--- config.mk ---
export PLATFORM = sky130hd
export DESIGN_NAME = crossfaded_sample_rate_reducer
export DESIGN_NICKNAME = d
export VERILOG_FILES = /design/src/hdl/csrr_pkg.sv /design/src/hdl/csrr_div4095.sv /design/src/hdl/crossfaded_sample_rate_reducer.sv
export SDC_FILE = /design/constraint.sdc
export NUM_CORES = 1
export LEC_CHECK = 0
export BUFFER_PORTS_ARGS = -buffer_cell sky130_fd_sc_hd__buf_2
export CAP_MARGIN = 0
export CORE_ASPECT_RATIO = 0.6
export CORE_MARGIN = 3
export CORE_UTILIZATION = 40
export CTS_CLUSTER_SIZE = 16
export DETAILED_ROUTE_END_ITERATION = 8
export GPL_ROUTABILITY_DRIVEN = 0
export PLACE_DENSITY = 0.58
export SLEW_MARGIN = 20
export SYNTH_ARGS = -nofsm -noshare
export SYNTH_HDL_FRONTEND = slang
export SYNTH_HIERARCHICAL = 1
export SYNTH_SLANG_ARGS = --single-unit
--- constraint.sdc ---
create_clock -name clk -period 17.95 [get_ports clk]
set_clock_uncertainty 0.15 [all_clocks]
set_input_delay 3.59 -clock clk [delete_from_list [all_inputs] [get_ports clk]]
set_output_delay 3.59 -clock clk [all_outputs]
set_load 0.005 [all_outputs]
--- src/hdl/csrr_pkg.sv ---
// Shared constants and the knob scaling function for the crossfaded sample-rate reducer.
// Used by the top level and by the divide-by-4095 pipeline; no dependencies.
`timescale 1ns / 1ps

package csrr_pkg;

    localparam int BLOCK_SIZE_DEFAULT = 24;
    localparam int KNOB_W             = 12;
    localparam int SAMPLE_W           = 16;
    localparam int KNOB_FULL          = 4095;
    localparam int KNOB_STEPS         = 6;
    localparam int MAX_EXP            = 6;
    localparam int EXP_W              = 3;
    localparam int SCALED_W           = 15;
    localparam int NUM_W              = 30;
    localparam int MAG_W              = 27;

    function automatic logic [EXP_W-1:0] step_of(input logic [SCALED_W-1:0] scaled);
        logic [EXP_W-1:0] k;
        k = '0;
        for (int j = 1; j <= KNOB_STEPS; j++)
        begin
            if (scaled >= SCALED_W'(j * KNOB_FULL))
            begin
                k = EXP_W'(j);
            end
        end
        return k;
    endfunction

endpackage

--- src/hdl/csrr_div4095.sv ---
// Two-stage pipeline that divides a signed numerator by 4095, truncating toward zero.
// Depends on csrr_pkg for the numerator width and the divisor.
`timescale 1ns / 1ps

module csrr_div4095
(
    input  logic                                   clk,
    input  logic                                   rst_n,
    input  logic                                   num_valid,
    output logic                                   num_stall,
    input  logic signed [csrr_pkg::NUM_W-1:0]      num,
    output logic                                   quo_valid,
    input  logic                                   quo_stall,
    output logic signed [csrr_pkg::SAMPLE_W-1:0]   quo
);

    localparam int PROD_W = csrr_pkg::MAG_W + 13;
    localparam int Q_W    = csrr_pkg::SAMPLE_W;
    localparam int R_W    = csrr_pkg::MAG_W + 1;

    logic                           a_vld_reg;
    logic                           a_neg_reg;
    logic [csrr_pkg::MAG_W-1:0]     a_mag_reg;
    logic [Q_W-1:0]                 a_q0_reg;
    logic                           b_vld_reg;
    logic signed [Q_W-1:0]          b_quo_reg;

    logic                           b_rdy;
    logic                           a_rdy;
    logic [csrr_pkg::NUM_W-1:0]     mag_full;
    logic [PROD_W-1:0]              prod;
    logic [R_W-1:0]                 rem;
    logic [Q_W:0]                   q_fix;
    logic [Q_W:0]                   q_signed;

    assign b_rdy     = !b_vld_reg || !quo_stall;
    assign a_rdy     = !a_vld_reg || b_rdy;
    assign num_stall = !a_rdy;

    // The quotient estimate uses 4097 / 2^24, which is at most one below the true quotient.
    always_comb
    begin
        mag_full = num[csrr_pkg::NUM_W-1] ? (~num + csrr_pkg::NUM_W'(1)) : num;
        prod     = PROD_W'(mag_full[csrr_pkg::MAG_W-1:0])
                 + (PROD_W'(mag_full[csrr_pkg::MAG_W-1:0]) << 12);
        rem      = R_W'(a_mag_reg) - ((R_W'(a_q0_reg) << 12) - R_W'(a_q0_reg));
        q_fix    = (Q_W+1)'(a_q0_reg)
                 + (Q_W+1)'(rem >= R_W'(csrr_pkg::KNOB_FULL));
        q_signed = a_neg_reg ? (~q_fix + (Q_W+1)'(1)) : q_fix;
    end

    always_ff @(posedge clk or negedge rst_n)
    begin
        if (!rst_n)
        begin
            a_vld_reg <= 1'b0;
            b_vld_reg <= 1'b0;
        end
        else
        begin
            if (a_rdy)
            begin
                a_vld_reg <= num_valid;
            end
            if (b_rdy)
            begin
                b_vld_reg <= a_vld_reg;
            end
        end
    end

    always_ff @(posedge clk)
    begin
        if (a_rdy && num_valid)
        begin
            a_neg_reg <= num[csrr_pkg::NUM_W-1];
            a_mag_reg <= mag_full[csrr_pkg::MAG_W-1:0];
            a_q0_reg  <= prod[PROD_W-1 -: Q_W];
        end
        if (b_rdy && a_vld_reg)
        begin
            b_quo_reg <= $signed(q_signed[Q_W-1:0]);
        end
    end

    assign quo_valid = b_vld_reg;
    assign quo       = b_quo_reg;

endmodule

--- src/hdl/crossfaded_sample_rate_reducer.sv ---
// Top level of the crossfaded sample-rate reducer: block counter, hold registers, crossfade.
// Depends on csrr_pkg and instantiates csrr_div4095.
`timescale 1ns / 1ps

// The block accepts one sample beat per clock while feed_stall is low and presents one result
// beat per sample through a five-register pipeline: input register, hold update, crossfade
// multiply, and two divide-by-4095 stages. The knob value is latched at the first sample of
// every block of BLOCK_SIZE samples and ignored otherwise. A stall on the result side fills
// the pipeline before the feed side is stalled.

module crossfaded_sample_rate_reducer
#(
    parameter int BLOCK_SIZE = csrr_pkg::BLOCK_SIZE_DEFAULT
)
(
    input  logic                                   clk,
    input  logic                                   rst_n,
    input  logic                                   feed_valid,
    output logic                                   feed_stall,
    input  logic signed [csrr_pkg::SAMPLE_W-1:0]   sample_in,
    input  logic [csrr_pkg::KNOB_W-1:0]            control_value,
    output logic                                   result_valid,
    input  logic                                   result_stall,
    output logic signed [csrr_pkg::SAMPLE_W-1:0]   sample_out
);

    localparam int POS_W  = (BLOCK_SIZE > 1) ? $clog2(BLOCK_SIZE) : 1;
    localparam int EXP_W  = csrr_pkg::EXP_W;
    localparam int SW     = csrr_pkg::SAMPLE_W;
    localparam int NUM_W  = csrr_pkg::NUM_W;

    logic                           s0_vld_reg;
    logic signed [SW-1:0]           s0_sample_reg;
    logic [csrr_pkg::KNOB_W-1:0]    s0_knob_reg;

    logic [POS_W-1:0]               pos_reg;
    logic [EXP_W-1:0]               k_reg;
    logic [csrr_pkg::KNOB_W-1:0]    frac_reg;
    logic signed [SW-1:0]           fine_reg;
    logic signed [SW-1:0]           coarse_reg;

    logic                           s1_vld_reg;
    logic signed [SW-1:0]           s1_fine_reg;
    logic signed [SW:0]             s1_diff_reg;
    logic [csrr_pkg::KNOB_W-1:0]    s1_frac_reg;

    logic                           s2_vld_reg;
    logic signed [NUM_W-1:0]        s2_num_reg;

    logic                           div_stall;
    logic                           s2_rdy;
    logic                           s1_rdy;
    logic                           s0_rdy;

    logic [csrr_pkg::SCALED_W-1:0]  scaled;
    logic [EXP_W-1:0]               k_new;
    logic [csrr_pkg::SCALED_W-1:0]  frac_wide;
    logic [csrr_pkg::KNOB_W-1:0]    frac_new;
    logic [EXP_W-1:0]               cexp;
    logic [POS_W-1:0]               fine_mask;
    logic [POS_W-1:0]               coarse_mask;
    logic signed [SW-1:0]           fine_new;
    logic signed [SW-1:0]           coarse_new;
    logic [POS_W-1:0]               pos_next;
    logic signed [NUM_W-1:0]        fine_ext;
    logic signed [NUM_W-1:0]        cross_prod;
    logic signed [NUM_W-1:0]        num_next;

    assign s2_rdy     = !s2_vld_reg || !div_stall;
    assign s1_rdy     = !s1_vld_reg || s2_rdy;
    assign s0_rdy     = !s0_vld_reg || s1_rdy;
    assign feed_stall = !s0_rdy;

    always_comb
    begin
        scaled    = (csrr_pkg::SCALED_W'(s0_knob_reg) << 2)
                  + (csrr_pkg::SCALED_W'(s0_knob_reg) << 1);
        k_new     = (pos_reg == '0) ? csrr_pkg::step_of(scaled) : k_reg;
        frac_wide = scaled - csrr_pkg::SCALED_W'(k_new) * csrr_pkg::SCALED_W'(csrr_pkg::KNOB_FULL);
        frac_new  = (pos_reg == '0) ? frac_wide[csrr_pkg::KNOB_W-1:0] : frac_reg;
        cexp      = (k_new >= EXP_W'(csrr_pkg::MAX_EXP)) ? EXP_W'(csrr_pkg::MAX_EXP)
                                                         : k_new + EXP_W'(1);
        fine_mask   = POS_W'((8'd1 << k_new) - 8'd1);
        coarse_mask = POS_W'((8'd1 << cexp) - 8'd1);
        fine_new    = ((pos_reg & fine_mask) == '0) ? s0_sample_reg : fine_reg;
        coarse_new  = ((pos_reg & coarse_mask) == '0) ? s0_sample_reg : coarse_reg;
        pos_next    = (pos_reg == POS_W'(BLOCK_SIZE - 1)) ? '0 : pos_reg + POS_W'(1);
    end

    always_comb
    begin
        fine_ext   = NUM_W'(s1_fine_reg);
        cross_prod = NUM_W'(s1_diff_reg) * NUM_W'($signed({1'b0, s1_frac_reg}));
        num_next   = (fine_ext <<< 12) - fine_ext + cross_prod;
    end

    always_ff @(posedge clk or negedge rst_n)
    begin
        if (!rst_n)
        begin
            s0_vld_reg <= 1'b0;
            s1_vld_reg <= 1'b0;
            s2_vld_reg <= 1'b0;
            pos_reg    <= '0;
            k_reg      <= '0;
            frac_reg   <= '0;
            fine_reg   <= '0;
            coarse_reg <= '0;
        end
        else
        begin
            if (s0_rdy)
            begin
                s0_vld_reg <= feed_valid;
            end
            if (s1_rdy)
            begin
                s1_vld_reg <= s0_vld_reg;
            end
            if (s2_rdy)
            begin
                s2_vld_reg <= s1_vld_reg;
            end
            if (s1_rdy && s0_vld_reg)
            begin
                pos_reg    <= pos_next;
                k_reg      <= k_new;
                frac_reg   <= frac_new;
                fine_reg   <= fine_new;
                coarse_reg <= coarse_new;
            end
        end
    end

    always_ff @(posedge clk)
    begin
        if (s0_rdy && feed_valid)
        begin
            s0_sample_reg <= sample_in;
            s0_knob_reg   <= control_value;
        end
        if (s1_rdy && s0_vld_reg)
        begin
            s1_fine_reg <= fine_new;
            s1_diff_reg <= (SW+1)'(coarse_new) - (SW+1)'(fine_new);
            s1_frac_reg <= frac_new;
        end
        if (s2_rdy && s1_vld_reg)
        begin
            s2_num_reg <= num_next;
        end
    end

    csrr_div4095 u_div
    (
        .clk       (clk),
        .rst_n     (rst_n),
        .num_valid (s2_vld_reg),
        .num_stall (div_stall),
        .num       (s2_num_reg),
        .quo_valid (result_valid),
        .quo_stall (result_stall),
        .quo       (sample_out)
    );

    a_pos_range: assert property (@(posedge clk) disable iff (!rst_n)
        32'(pos_reg) < BLOCK_SIZE)
        else $error("block position out of range");

    a_top_step_no_frac: assert property (@(posedge clk) disable iff (!rst_n)
        (k_reg == EXP_W'(csrr_pkg::MAX_EXP)) |-> (frac_reg == '0))
        else $error("fraction not zero at the top step");

    a_frac_range: assert property (@(posedge clk) disable iff (!rst_n)
        (k_reg <= EXP_W'(csrr_pkg::MAX_EXP)) && (frac_reg < 12'(csrr_pkg::KNOB_FULL)))
        else $error("latched step or fraction out of range");

    a_block_start_loads: assert property (@(posedge clk) disable iff (!rst_n)
        (s1_rdy && s0_vld_reg && pos_reg == '0) |=> (fine_reg == coarse_reg))
        else $error("holds differ after the first sample of a block");

endmodule
==> summary.md <==
| Metric | Value |
|---|---|
| Crit path time final | `10.39 ns` |
| Fin crit share | `57.9%` |
| I/O pins | `50` |
| Post-cts repair resize count | `0` |
| YS warnings | `6` |
| P&R area growth vs syn | `8.25%` |
| Global Route Usage Sum | `19.5%` |
| Fmax | `96.2 MHz` |
| CTS tree | `yes` |
| CP peak stage delay | `0.65 ns` |
| Routed wire length | `57900 um` |
| PnR worst setup slack | `7.56 ns` |
| Post-Syn Area per Cell | `9.68 sq um` |
| Slew @ Worst Pin | `1.06 ns` |
| Vias/cell | `5.28` |
| Grt total ovfl | `0` |
| Hold WS | `0.315 ns` |
| Syn_nets | `2908` |
| Row count | `67` |
| Vias in the first global route | `17200` |
| Initial antenna violation count | `3` |
| Worst skew pair latency | `0.58 ns` |
| Longest Clk Path Bufs | `3` |
| Initial Util | `41.1%` |
| Max FO, Critical Path | `17` |
| Post-CTS setup buffers | `0` |
| Post-place setup slack | `7.85 ns` |
| Final hold vios | `0` |
| Setup crit end kind | `flip-flop` |
| Number of DRC markers after the initial detailed-route iteration | `1429` |
| Share of layout cells above drive strength 1 | `6.66%` |
| Die Span Y | `193 um` |
| Inserted Diodes | `0` |
| Commonest non-fill, non-tap cell in the layout | `inv_1` |
| Setup TNS | `0 ns` |
| Clock sinks | `218` |
| Hold Path Cell Cnt | `1` |
| Chip width | `318 um` |
| Clk root buf | `clkbuf_16` |
| Critical Path RT | `18.14 ns` |
| Core ar. | `56800 sq um` |
| Critical path class | `reg -> reg` |
| Most frequent cells in the layout | `inv_1 (433), nand2_1 (287), fa_1 (258)` |
| First-pass GRT wire length | `96000 um` |
| CTS H-tree depth | `1` |
| Final #Nets | `2924` |
| Via count | `16900` |
| Max-Cap Viols | `0` |
| Worst EP arrival | `10.58 ns` |
| Die area | `61400 sq um` |
| Post-CTS Hold Buffers | `0` |
| Max_slew headroom | `29.6%` |
| RSZ-0062 raised after global routing | `false` |
| Largest net degree at the start of global routing | `76` |
| Status | `complete, no violations` |
| Remaining antenna violation count | `0` |
| Max reg flops | `28` |
| R2R depth | `39` |
| Fin. max-slew vios | `0` |
| CTS Buf Count | `26` |
| WL/cell | `18.0 um` |
| DR pass1 iterations | `6` |
| Final setup fails | `0` |
| Post-Syn Instances | `2411` |
| Hold WC Path Type | `reg -> reg` |
| CP max-delay cell | `or4b_1` |
| Drt drc | `0` |
| I/O Buffers | `49` |
| Post-DP HPWL | `47200 um` |
| CP most frequent cell | `a21o_1` |
| CTS clk-pin slew, worst paths | `0.06 ns` |
| Crit path launch type | `flip-flop` |
| Mapped Area | `23300 sq um` |
worst paths after layout:
check                                             from  slack [ns]                           to
min in group asynchronous                        rst_n        3.03       s0_vld_reg$_DFFE_PN0N_
min reg2reg                u_div/a_vld_reg$_DFFE_PN0N_        0.31  u_div/quo_valid$_DFFE_PN0P_
max reg2reg                   s0_knob_reg[5]$_DFFE_PP_        7.56    s1_diff_reg[15]$_DFFE_PP_
max in group asynchronous                        rst_n       14.04      frac_reg[2]$_DFFE_PN0P_
max                           s0_knob_reg[5]$_DFFE_PP_        7.56    s1_diff_reg[15]$_DFFE_PP_
min                        u_div/a_vld_reg$_DFFE_PN0N_        0.31  u_div/quo_valid$_DFFE_PN0P_
critical path: cells and delay by family (launching register included):
family          cells  cell delay, ns
xor+xnor            2            0.30
mux                 1            0.34
flops               1            0.41
fa+ha+maj           5            1.48
simple gates       12            2.29
compound gates     19            5.17
per-layer routing:
metal / part of all wire (%) / vias to the layer above / global-route usage, %
met5: 0 / - / 0
met4: 1.1 / 0 / 2.47
met3: 7.8 / 50 / 3.97
met2: 39 / 493 / 27.2
met1: 52 / 8413 / 31.5
li1: - / 7985 / -
stage by stage:
step           utilization (%)  cell area [sq um]  instances
4_1_cts                   44.5              25300       3206
3_5_place_dp              42.9              24400       3158
3_3_place_gp              42.9              24400       3158
2_1_floorplan                -              23300       2411
6_report                  44.5              25300       3206
5_1_grt                   44.5              25300       3206
area by class of cell:
class	count	area (sq um)
Clock buffer	29	683
Timing Repair Buffer	59	320
Inverter	436	1640
Sequential cell	218	6260
Fill cell	5357	31500
Multi-Input combinational cell	1686	15200
Tap cell	759	950
Clock inverter	19	238
Power is not shown: default switching activity piles up to over one toggle a cycle in this logic, so the estimate is an artifact.
